<file path="config.mk">
export PLATFORM = sky130hd
export DESIGN_NAME = nccl_cell
export DESIGN_NICKNAME = d
export VERILOG_FILES = /design/src/rtl/core/nccl_pkg.sv /design/src/rtl/core/nccl_ram.sv /design/src/rtl/core/nccl_cell.sv
export SDC_FILE = /design/constraint.sdc
export NUM_CORES = 1
export LEC_CHECK = 0
export BUFFER_PORTS_ARGS = -buffer_cell sky130_fd_sc_hd__buf_2
export CELL_PAD_IN_SITES_DETAIL_PLACEMENT = 1
export CELL_PAD_IN_SITES_GLOBAL_PLACEMENT = 2
export CORE_MARGIN = 4
export CORE_UTILIZATION = 25
export DETAILED_ROUTE_END_ITERATION = 10
export GPL_ROUTABILITY_DRIVEN = 0
export MAX_ROUTING_LAYER = met4
export PLACE_DENSITY = 0.53
export RECOVER_POWER = 25
export SLEW_MARGIN = 20
export SYNTH_ARGS = -nofsm -noshare
export SYNTH_HDL_FRONTEND = slang
export SYNTH_SLANG_ARGS = --single-unit
</file>
<file path="constraint.sdc">
create_clock -name clk -period 17 [get_ports clk]
set_input_delay 1.7 -clock clk [delete_from_list [all_inputs] [get_ports clk]]
set_output_delay 1.7 -clock clk [all_outputs]
set_load 0.02 [all_outputs]
</file>
<file path="src/rtl/core/nccl_pkg.sv">
`default_nettype none

package nccl_pkg;

    localparam int MAX_DIMS_DEFAULT      = 16;
    localparam int MAX_CENTROIDS_DEFAULT = 16;
    localparam int VALUE_BITS_DEFAULT    = 16;

    localparam int ACC_W          = 37;
    localparam int DIST_W         = 36;
    localparam int CENT_IDX_BITS  = 6;
    localparam int COUNT_W        = 5;
    localparam int CFG_INDEX_BITS = 1;

    localparam logic [COUNT_W-1:0] COUNT_RESET = 5'd16;

    localparam logic FUNC_CENTROID = 1'b0;
    localparam logic FUNC_SAMPLE   = 1'b1;

    localparam logic [CFG_INDEX_BITS-1:0] REG_DIMS_IN_USE      = 1'b0;
    localparam logic [CFG_INDEX_BITS-1:0] REG_CENTROIDS_IN_USE = 1'b1;

    typedef struct packed {
        logic               func;
        logic [3:0]         centroid_index;
        logic [3:0]         dim_index;
        logic signed [15:0] element_value;
        logic [15:0]        sample_label;
        logic [31:0]        sample_time;
    } item_t;

    typedef struct packed {
        logic [3:0]        nearest_index;
        logic [DIST_W-1:0] nearest_distance;
        logic [15:0]       result_label;
        logic [31:0]       result_time;
    } result_t;

    typedef struct packed {
        logic                     wr_en;
        logic [CENT_IDX_BITS-1:0] wr_centroid;
        logic                     rd_en;
        logic                     mul_en;
        logic                     acc_en;
    } cell_ctrl_t;

    typedef struct packed {
        logic                     valid;
        logic                     found;
        logic [ACC_W-1:0]         best;
        logic [CENT_IDX_BITS-1:0] idx;
    } token_t;

    function automatic logic [COUNT_W-1:0] clamp_count(
        input logic [COUNT_W-1:0] v,
        input logic [6:0]         max_count
    );
        logic [COUNT_W-1:0] r;
        if (v == '0)
        begin
            r = COUNT_W'(1);
        end
        else if ({2'b00, v} > max_count)
        begin
            r = max_count[COUNT_W-1:0];
        end
        else
        begin
            r = v;
        end
        return r;
    endfunction

endpackage

`default_nettype wire

</file>
<file path="src/rtl/core/nccl_ram.sv">
`default_nettype none

module nccl_ram #(
    parameter int WIDTH = 16,
    parameter int DEPTH = 16
) (
    input  wire logic                                 clk,
    input  wire logic                                 we,
    input  wire logic [(DEPTH > 1 ? $clog2(DEPTH) : 1)-1:0] waddr,
    input  wire logic [WIDTH-1:0]                     wdata,
    input  wire logic                                 re,
    input  wire logic [(DEPTH > 1 ? $clog2(DEPTH) : 1)-1:0] raddr,
    output logic      [WIDTH-1:0]                     rdata
);

    logic [WIDTH-1:0] mem_reg [0:DEPTH-1];
    logic [WIDTH-1:0] rdata_reg;

    always_ff @(posedge clk)
    begin
        if (we)
        begin
            mem_reg[waddr] <= wdata;
        end
        if (re)
        begin
            rdata_reg <= mem_reg[raddr];
        end
    end

    assign rdata = rdata_reg;

endmodule

`default_nettype wire

</file>
<file path="src/rtl/core/nccl_cell.sv">
`default_nettype none

module nccl_cell #(
    parameter int INDEX      = 0,
    parameter int MAX_DIMS   = nccl_pkg::MAX_DIMS_DEFAULT,
    parameter int VALUE_BITS = nccl_pkg::VALUE_BITS_DEFAULT
) (
    input  wire logic                                       clk,
    input  wire logic                                       rst_n,
    input  wire nccl_pkg::cell_ctrl_t                       ctrl,
    input  wire logic [(MAX_DIMS > 1 ? $clog2(MAX_DIMS) : 1)-1:0] dim,
    input  wire logic [VALUE_BITS-1:0]                      value,
    input  wire logic [VALUE_BITS-1:0]                      x,
    input  wire logic [nccl_pkg::COUNT_W-1:0]               count,
    input  wire nccl_pkg::token_t                           tok_in,
    output nccl_pkg::token_t                                tok_out
);

    localparam int ACC_W = nccl_pkg::ACC_W;
    localparam int SQ_W  = 2 * (VALUE_BITS + 1);
    localparam int SUM_W = (SQ_W > ACC_W ? SQ_W : ACC_W) + 1;
    localparam logic [SUM_W-1:0] ACC_MAX = {{(SUM_W - ACC_W){1'b0}}, {ACC_W{1'b1}}};

    logic [VALUE_BITS-1:0]      centroid;
    logic                       we;
    logic                       active;
    logic signed [VALUE_BITS:0] diff;
    logic [VALUE_BITS:0]        mag;
    logic [SQ_W-1:0]            sq_next;
    logic [SQ_W-1:0]            sq_reg;
    logic [SUM_W-1:0]           sum;
    logic [ACC_W-1:0]           acc_next;
    logic [ACC_W-1:0]           acc_reg;
    logic                       take;
    nccl_pkg::token_t           tok_next;
    nccl_pkg::token_t           tok_reg;

    assign we = ctrl.wr_en && (ctrl.wr_centroid == nccl_pkg::CENT_IDX_BITS'(INDEX));

    nccl_ram #(
        .WIDTH (VALUE_BITS),
        .DEPTH (MAX_DIMS)
    ) u_row (
        .clk   (clk),
        .we    (we),
        .waddr (dim),
        .wdata (value),
        .re    (ctrl.rd_en),
        .raddr (dim),
        .rdata (centroid)
    );

    assign active = INDEX < int'(count);

    always_comb
    begin
        diff    = $signed({x[VALUE_BITS-1], x}) - $signed({centroid[VALUE_BITS-1], centroid});
        mag     = diff[VALUE_BITS] ? (VALUE_BITS + 1)'(-diff) : diff;
        sq_next = SQ_W'(mag) * SQ_W'(mag);
        sum     = SUM_W'(acc_reg) + SUM_W'(sq_reg);
        acc_next = (sum > ACC_MAX) ? {ACC_W{1'b1}} : sum[ACC_W-1:0];
    end

    always_comb
    begin
        take           = active && (!tok_in.found || (acc_reg < tok_in.best));
        tok_next.valid = tok_in.valid;
        tok_next.found = tok_in.found || active;
        tok_next.best  = take ? acc_reg : tok_in.best;
        tok_next.idx   = take ? nccl_pkg::CENT_IDX_BITS'(INDEX) : tok_in.idx;
    end

    always_ff @(posedge clk)
    begin
        if (ctrl.mul_en)
        begin
            sq_reg <= sq_next;
        end
    end

    always_ff @(posedge clk or negedge rst_n)
    begin
        if (!rst_n)
        begin
            acc_reg <= '0;
            tok_reg <= '0;
        end
        else
        begin
            tok_reg <= tok_next;
            if (tok_in.valid)
            begin
                acc_reg <= '0;
            end
            else if (ctrl.acc_en && active)
            begin
                acc_reg <= acc_next;
            end
        end
    end

    assign tok_out = tok_reg;

endmodule

`default_nettype wire

</file>
; ---- Yosys cells after proc, flatten, opt, wreduce, memory -nomap -nowiden
; Memory sizes are Yosys's and may differ from the RTL's. A register that Yosys moved wholly into a read port is not among the register bits.
; Cells that the tools add are included.
[word_totals]
ff_bits = 116
ram_bits = 256
inputBits = 98
out_inout_bits = 45
elab_cells = 30
memories = 1
[memory_table]
columns = name, words, word_bits, rd, rd_ports_with_merged_regs, write_ports, line_no
row1 = u_row.mem_reg, 16, 16, 1, 1, 1, nccl_ram.sv:16  ; logic [WIDTH-1:0] mem_reg [0:DEPTH-1];
[classes]
addsub = 3
multipliers = 1
magnitude_cmp = 3
muxes = 8
n_reduce_logical = 8
[op_table]
columns = cell, count
row1 = $mux 37, 4
row2 = $add 37x34->38, 1
row3 = $gt 38x37->1 const B, 1
row4 = $lt 37x37->1, 1
row5 = $mul 17x17->34, 1
row6 = $mux 17, 1
row7 = $neg 17->17, 1
row8 = $sub 16x16->17, 1
row9 = $logic_not 6->1, 1
row10 = $mux 6, 1
row11 = $lt 1x5->1 const A, 1
row12 = $logic_and 1x1->1, 3
row13 = $logic_or 1x1->1, 2
row14 = $mux 1, 2
row15 = $reduce_bool 2->1, 1
row16 = $logic_not 1->1, 1

; ---- Longest topological paths before layout
; Gate-level depths: netlist of the first run.
[depth]
depth_word = 5
mapped_depth = 37

; ---- Hierarchy
; From an unflattened synthesis of the first run, not the netlist that was laid out.
[hier_totals]
hier_cells = 2131
hier_area_um2 = 26225.2
[by_module_without_submodules]
columns = mod, instances, cells_each, area_per_inst_um2, seq_area_each_um2
row1 = nccl_cell, 1, 1699, 16021.6, 3042.9
row2 = nccl_ram, 1, 432, 10203.5, 8167.8

; ---- Least setup slack after synthesis of the first run
; No wires, ideal clock.
[synth_path]
path_type = input port to flip-flop
startpoint = input x[0]
endpoint = register sq_reg[33] (data pin)
setup_ps = 268
t_arrival_ps = 9507
t_required_ps = 16732
setup_slack_ps = 7225
stages = 34
cell_sequence = inv_1 > ha_1 > fa_1 > nor2b_4 > o31a_4 > o311a_4 > o211ai_2 > nand2_2 > o31a_1 > buf_6 > nor2_1 > xor2_2 > inv_1 > nor2_1 > fa_1 > inv_1 > fa_1 > fa_1 > inv_1 > fa_1 > fa_1 > inv_1 > fa_1 > inv_1 > ha_1 > a21o_1 > a21oi_1 > o2111ai_1 > a31o_2 > a21o_1 > o211ai_1 > a21oi_1 > o41ai_1 > xnor2_1
[synth_via]
elab_chain_cells = 4
[synth_lines]
columns = item, line_no
row1 = from (decl), nccl_cell.sv:13  ; input wire logic [VALUE_BITS-1:0] x,
row2 = $sub 16x16->17 *, nccl_cell.sv:57  ; diff = $signed({x[VALUE_BITS-1], x}) - $signed({centroid[VALUE_BITS-1], centroid});
row3 = $neg 17->17, nccl_cell.sv:58  ; mag = diff[VALUE_BITS] ? (VALUE_BITS + 1)'(-diff) : diff;
row4 = $mux 17 *, nccl_cell.sv:58
row5 = $mul 17x17->34 *, nccl_cell.sv:59  ; sq_next = SQ_W'(mag) * SQ_W'(mag);
row6 = named net sq_next[33], nccl_cell.sv:29  ; logic [SQ_W-1:0] sq_next;
row7 = to (signal assigned), nccl_cell.sv:77  ; sq_reg <= sq_next;
row8 = to (decl), nccl_cell.sv:30  ; logic [SQ_W-1:0] sq_reg;
; The timed path passes the listed nets; every way through them passes the cells marked *.
; A chain may end at the register's enable or synchronous reset.

; ---- Final worst setup path of the first run
[layout_path]
startpoint = input x[0]
endpoint = register sq_reg[26] (data pin)
; Same word-level chain as after synthesis.

==> qor.txt, run 1 <==
Status = finished, final reports clean
Root Buffer = clkbuf_16
Top-area cell type share of the netlist area = 35.4%
First-pass GRT wire length = 109000 um
H-tree levels = 2
CP peak stage delay = 590 ps
Worst min path class = flop to flop
Number of hold buffers added after CTS = 0
Max Cap Violations = 0
TNS Setup = 0 ps
Unique masters post-synth = 83
Min-delay src = acc_reg[2]$_DFFE_PN0P_
Rel. slew slack = 28.2%
Dpl hpwl = 52700 um
Seq cells post-synth = 387
Gr usage total = 13.4%
Port bufs = 142
Reg2reg path depth = 32
Clock Tree Buf Depth = 3
Synth Area in Adders = 24.2%
Main synth FF type = edfxtp_1
Number of remaining DRC errors = 0
Reg2Reg Capture Point = sq_reg[26]$_DFFE_PP_
Async SR Flop Fraction = 21.2%
CTS sink count = 387
Met1 Track Usage GR = 17.6%
Vias in the first global route = 18200
Largest register FFs = 256
Area Growth Syn to Fin = 15.3%
DR iter-0 viols = 618
Setup violations, final = 0
Post-synthesis simple-gate area fraction = 7.11%
Final #Nets = 2726
Post-CTS setup buffer count = 0
Die Width = 330 um
WP data arrival = 10860 ps
CTS tree = done
RSZ-0062 raised after global routing = no
Grt ovf = 0
I/O Pins = 143
Mapped Area = 0.0259 mm2
XOR/XNOR share of the synthesized area = 3.00%
Achievable Freq = 95.3 MHz
Die Footprint = 0.109 mm2
Worst-margin pin slew = 1050 ps
Minimum clock period = 10490 ps
Largest net degree at the start of global routing = 83
Final period utilization = 61.7%
Worst R2R Setup Slack = 7340 ps
Multiplexer share of the synthesized area = 8.69%
Sequential area share after synthesis = 43.3%
Number of enable flip-flop cells after synthesis = 305
Post-CTS Resized = 0
Synth top area cells = edfxtp_1 (35%), fa_1 (15%), ha_1 (9.2%)
Clk slew on worst S/H paths = 60 ps
Num rows = 117
Mapped Cells = 2070
Initial antenna violation count = 5
Max-slew violation count = 0
Chip height = 330 um
Syn avg cell area = 12.5 um2
Core area = 0.102 mm2
CTS Buf Count = 47
Synth Area in Compound Gates = 7.62%
Met2 Resource Use GR = 22.1%
Drt first pass iters = 6
Final ANT Viol Nets = 0
Reg2reg start = u_row.rdata[0]$_DFFE_PP_
Critical path's slowest cell = nor3_1
Setup Crit Path Kind = input port to flop
Share of layout cells above drive strength 1 = 16.7%
Fillers = 11200
Clock Skews = 41.5 ps
DR vias/cell = 4.37
Crit end category = flop
Initial core utilization = 25.3%
Yosys warns = 0
CP required = 17360 ps
Largest family of logic cells by synthesized area = adder cells
Setup crit start kind = input port
Routed len/inst = 19.0 um
Crit Path Max Fanout = 14
Post-Route WL = 69500 um
Clk_lat worst skew = 630 ps
Fin. Hold Viols = 0
Worst Hold End = tok_out[8]$_DFF_PN0_
Gr busiest metal = met2
Synth area leader = edfxtp_1
Hold Path Cell Cnt = 1
Global-route met3 utilization = 2.20%
Vias = 15900
==> layout make-up <==
| cell class | count | area (um2) | share of cell area (%) |
|---|---|---|---|
| Sequential cell | 387 | 11200 | 37.6 |
| Antenna cell | 5 | 12.5 | 0.0419 |
| Tap cell | 1368 | 1710 | 5.74 |
| Timing Repair Buffer | 172 | 925 | 3.10 |
| Clock buffer | 65 | 1240 | 4.17 |
| Inverter | 357 | 1340 | 4.50 |
| Multi-Input combinational cell | 1279 | 13200 | 44.2 |
| Clock inverter | 18 | 189 | 0.633 |
==> per-stage QoR <==
step	utilization, %	setup WS, ps	hold WS, ps	instance area [um2]	std cells
after floorplan	-	7230	521	25900	2080
after global placement	27.8	5900	585	28400	3563
after detailed placement	27.8	5720	587	28400	3563
after CTS	29.2	6420	584	29800	3646
after global routing	29.2	5850	621	29800	3651
final	29.2	6510	583	29800	3651
==> layer usage <==
layer / up-vias / routed length, um
met5: - / 0
met4: 0 / 1050
met3: 66 / 2580
met2: 232 / 33000
met1: 8103 / 32800
li1: 7538 / -
==> placed cells by master, fill, tap and decap left out, drive strengths merged, types with 12 or more instances in the layout <==
cell type / count
nand2: 115
mux4: 80
buf: 156
clkinv: 19
nor3: 24
a21o: 39
nand3: 17
nand4: 12
o21ai: 48
dfrtp: 82
conb: 12
edfxtp: 305
a211oi: 38
nor2: 124
mux2: 37
nor2b: 25
xor2: 29
nand2b: 23
inv: 355
a21oi: 77
clkbuf: 81
o21a: 12
xnor2: 57
ha: 191
fa: 193
==> logic make-up (layout without fill, tap and decap cells) <==
| kind of cell | Yosys count | after routing |
|---|---|---|
| other | 2 | 17 |
| xor gates and xnor gates | 86 | 86 |
| adders and majority gates | 384 | 384 |
| DFF | 387 | 387 |
| AOI/OAI and AO/OA | 291 | 291 |
| muxes | 120 | 120 |
| and+or+nand+nor | 386 | 386 |
| buffers and inverters | 414 | 612 |
==> how the worst max path moves through the flow <==
stage	startpoint	to	slack, ps	cells after the start
2_1_floorplan	x[0]	sq_reg[33]$_DFFE_PP_	7230	34
3_3_place_gp	x[9]	sq_reg[26]$_DFFE_PP_	5900	28
3_5_place_dp	x[0]	sq_reg[33]$_DFFE_PP_	5720	32
4_1_cts	x[0]	sq_reg[33]$_DFFE_PP_	6420	32
5_1_grt	x[0]	sq_reg[26]$_DFFE_PP_	5850	34
6_report	x[0]	sq_reg[26]$_DFFE_PP_	6510	34
==> cell usage after synthesis, drive strengths merged, types with 6 or more instances <==
cell type,count
nand3,17
xnor2,57
and3,6
o21bai,11
mux4,80
mux2,37
a21o,39
a211oi,38
nor3,24
or2,7
nand2b,23
fa,193
nand2,115
nor2,124
xor2,29
and2,10
or3,7
clkbuf,39
nor2b,25
buf,18
a21oi,77
edfxtp,305
ha,191
dfrtp,82
a31oi,9
inv,355
nand4,12
o211ai,8
o21ai,48
o21a,12
==> critical path: cells and delay by family <==
family | cells | cell delay (ps)
compound gates | 7 | 1750
simple gates | 7 | 1650
buf+inv | 8 | 820
xor+xnor | 3 | 800
fa+ha+maj | 9 | 4110
Power of run 1 is not shown: default switching activity piles up to over one toggle a cycle in this logic, so the estimate is an artifact.
==> inputs of run 2 (changes only) <==
--- a/config.mk
+++ b/config.mk
@@ -13,7 +13,7 @@
 export DETAILED_ROUTE_END_ITERATION = 10
 export GPL_ROUTABILITY_DRIVEN = 0
 export MAX_ROUTING_LAYER = met4
-export PLACE_DENSITY = 0.53
+export PLACE_DENSITY = 0.55
 export RECOVER_POWER = 25
 export SLEW_MARGIN = 20
 export SYNTH_ARGS = -nofsm -noshare
==> constraint.sdc (replaced) <==
create_clock -name clk -period 9 [get_ports clk]
set_input_delay 0.9 -clock clk [delete_from_list [all_inputs] [get_ports clk]]
set_output_delay 0.9 -clock clk [all_outputs]
set_load 0.02 [all_outputs]
==> run 2 against run 1 <==
Compared with the run above:
- die area did not move
- first-iteration DRC count rose by 26%
- clock-buffer cell count fell by 8
- largest cell class unchanged
- hold slack got worse by 66 ps
- clock skew fell by 30 ps
==> qor.txt, run 2 (synthesized netlist as in run 1, its figures left out) <==
Initial antenna violation count = 3
Hold Path Cell Cnt = 2
RSZ-0062 raised after global routing = no
Status = finished, final reports clean
Max Cap Violations = 0
Crit end category = flop
CP most frequent cell = fa_1
Met1 Track Usage GR = 17.5%
Gr busiest metal = met2
WP data arrival = 8910 ps
Share of layout cells above drive strength 1 = 24.2%
Fin. Hold Viols = 0
Clock Skews = 12.0 ps
Final ANT Viol Nets = 0
CTS tree = done
Achievable Freq = 117 MHz
I/O Pins = 143
Rel. slew slack = 1.33%
CTS Buf Count = 47
Critical path's slowest cell = fa_1
Crit Path Max Fanout = 8
Vias in the first global route = 18800
Number of remaining DRC errors = 0
Clk slew on worst S/H paths = 50 ps
Worst Hold Slack = 517 ps
Setup crit start kind = input port
Met2 Resource Use GR = 22.0%
Setup Crit Path Kind = input port to flop
Min-delay src = count[4]
Worst Hold End = tok_out[43]$_DFF_PN0_
DR iter-0 viols = 780
Grt ovf = 0
Routed len/inst = 18.0 um
Max-slew violation count = 0
Reg2reg path depth = 35
Drt first pass iters = 5
Post-layout util = 30.8%
Initial core utilization = 25.3%
Reg2reg start = u_row.rdata[1]$_DFFE_PP_
Chip height = 330 um
First-pass GRT wire length = 110000 um
Num rows = 117
Core area = 0.102 mm2
CP peak stage delay = 550 ps
Worst R2R Setup Slack = 440 ps
Clk_lat worst skew = 600 ps
Port bufs = 142
DR vias/cell = 4.34
Final #Nets = 2920
Worst min path class = input port to flop
Global-route met3 utilization = 1.86%
Worst-margin pin slew = 1480 ps
Clock Tree Buf Depth = 3
CP required = 9340 ps
Minimum clock period = 8570 ps
Die Footprint = 0.109 mm2
Largest net degree at the start of global routing = 58
CTS sink count = 387
Dpl hpwl = 53900 um
Root Buffer = clkbuf_16
Pre-CTS WS = -460 ps
Reg2Reg Capture Point = sq_reg[32]$_DFFE_PP_
Most common cell after layout, fill and taps aside = inv_1
Post-Route WL = 69400 um
H-tree levels = 2
Setup violations, final = 0
Die Width = 330 um
Final period utilization = 95.2%
Most frequent cells in the layout = inv_1 (346), edfxtp_1 (305), buf_4 (224)
Largest register FFs = 256
Area Growth Syn to Fin = 21.8%
Worst setup margin = 434 ps
Vias = 16700
Gr usage total = 13.3%
-- run 2: how the worst max path moves through the flow --
| stage | startpoint | endpoint | slack, ps | depth (start not counted) |
|---|---|---|---|---|
| after floorplan | x[0] | sq_reg[33]$_DFFE_PP_ | 30 | 34 |
| after global placement | x[0] | sq_reg[33]$_DFFE_PP_ | -290 | 34 |
| after detailed placement | x[0] | sq_reg[33]$_DFFE_PP_ | -460 | 34 |
| after CTS | u_row.rdata[0]$_DFFE_PP_ | sq_reg[33]$_DFFE_PP_ | 100 | 32 |
| after global routing | u_row.rdata[1]$_DFFE_PP_ | sq_reg[32]$_DFFE_PP_ | 1 | 35 |
| final | x[0] | sq_reg[26]$_DFFE_PP_ | 430 | 35 |
-- run 2: worst max-delay path, delay by kind of cell --
kind                       cells  cell delay [ps]
AOI/OAI and AO/OA             11             2460
xor gates and xnor gates       3              520
adders and majority gates      9             3770
buffers and inverters          8              870
and+or+nand+nor                4              380
-- run 2: what timing repair did --
item,in CTS,in global routing
gates resized for setup,0,22
endpoints found under the setup margin,0,5
hold buffers,0,0
setup buffers,0,2
-- run 2: area by class of cell --
class	count	area [um2]
flip-flops and latches	387	11200
diodes	3	7.51
repair buffers	366	2380
multi-input cells	1279	13300
clock buffers	57	1240
well taps	1368	1710
clock inverters	29	345
inverters	357	1340
fillers	11300	70800
-- run 2: layer usage --
metal	part of all wire, %	vias to the layer above	routed length [um]
met4	1.6	0	1080
li1	-	7915	-
met3	3.6	64	2490
met1	47	8458	32800
met5	0	-	0
met2	48	255	33000
-- run 2: through the flow --
step | instance area, um2 | setup TNS, ps | cells
floorplan | 25900 | 0 | 2080
global placement | 29800 | -1160 | 3755
detailed placement | 29800 | -1910 | 3755
CTS | 31400 | 0 | 3841
global route | 31500 | 0 | 3845
finish | 31500 | 0 | 3846
Power of run 2 is left out for the same reason.
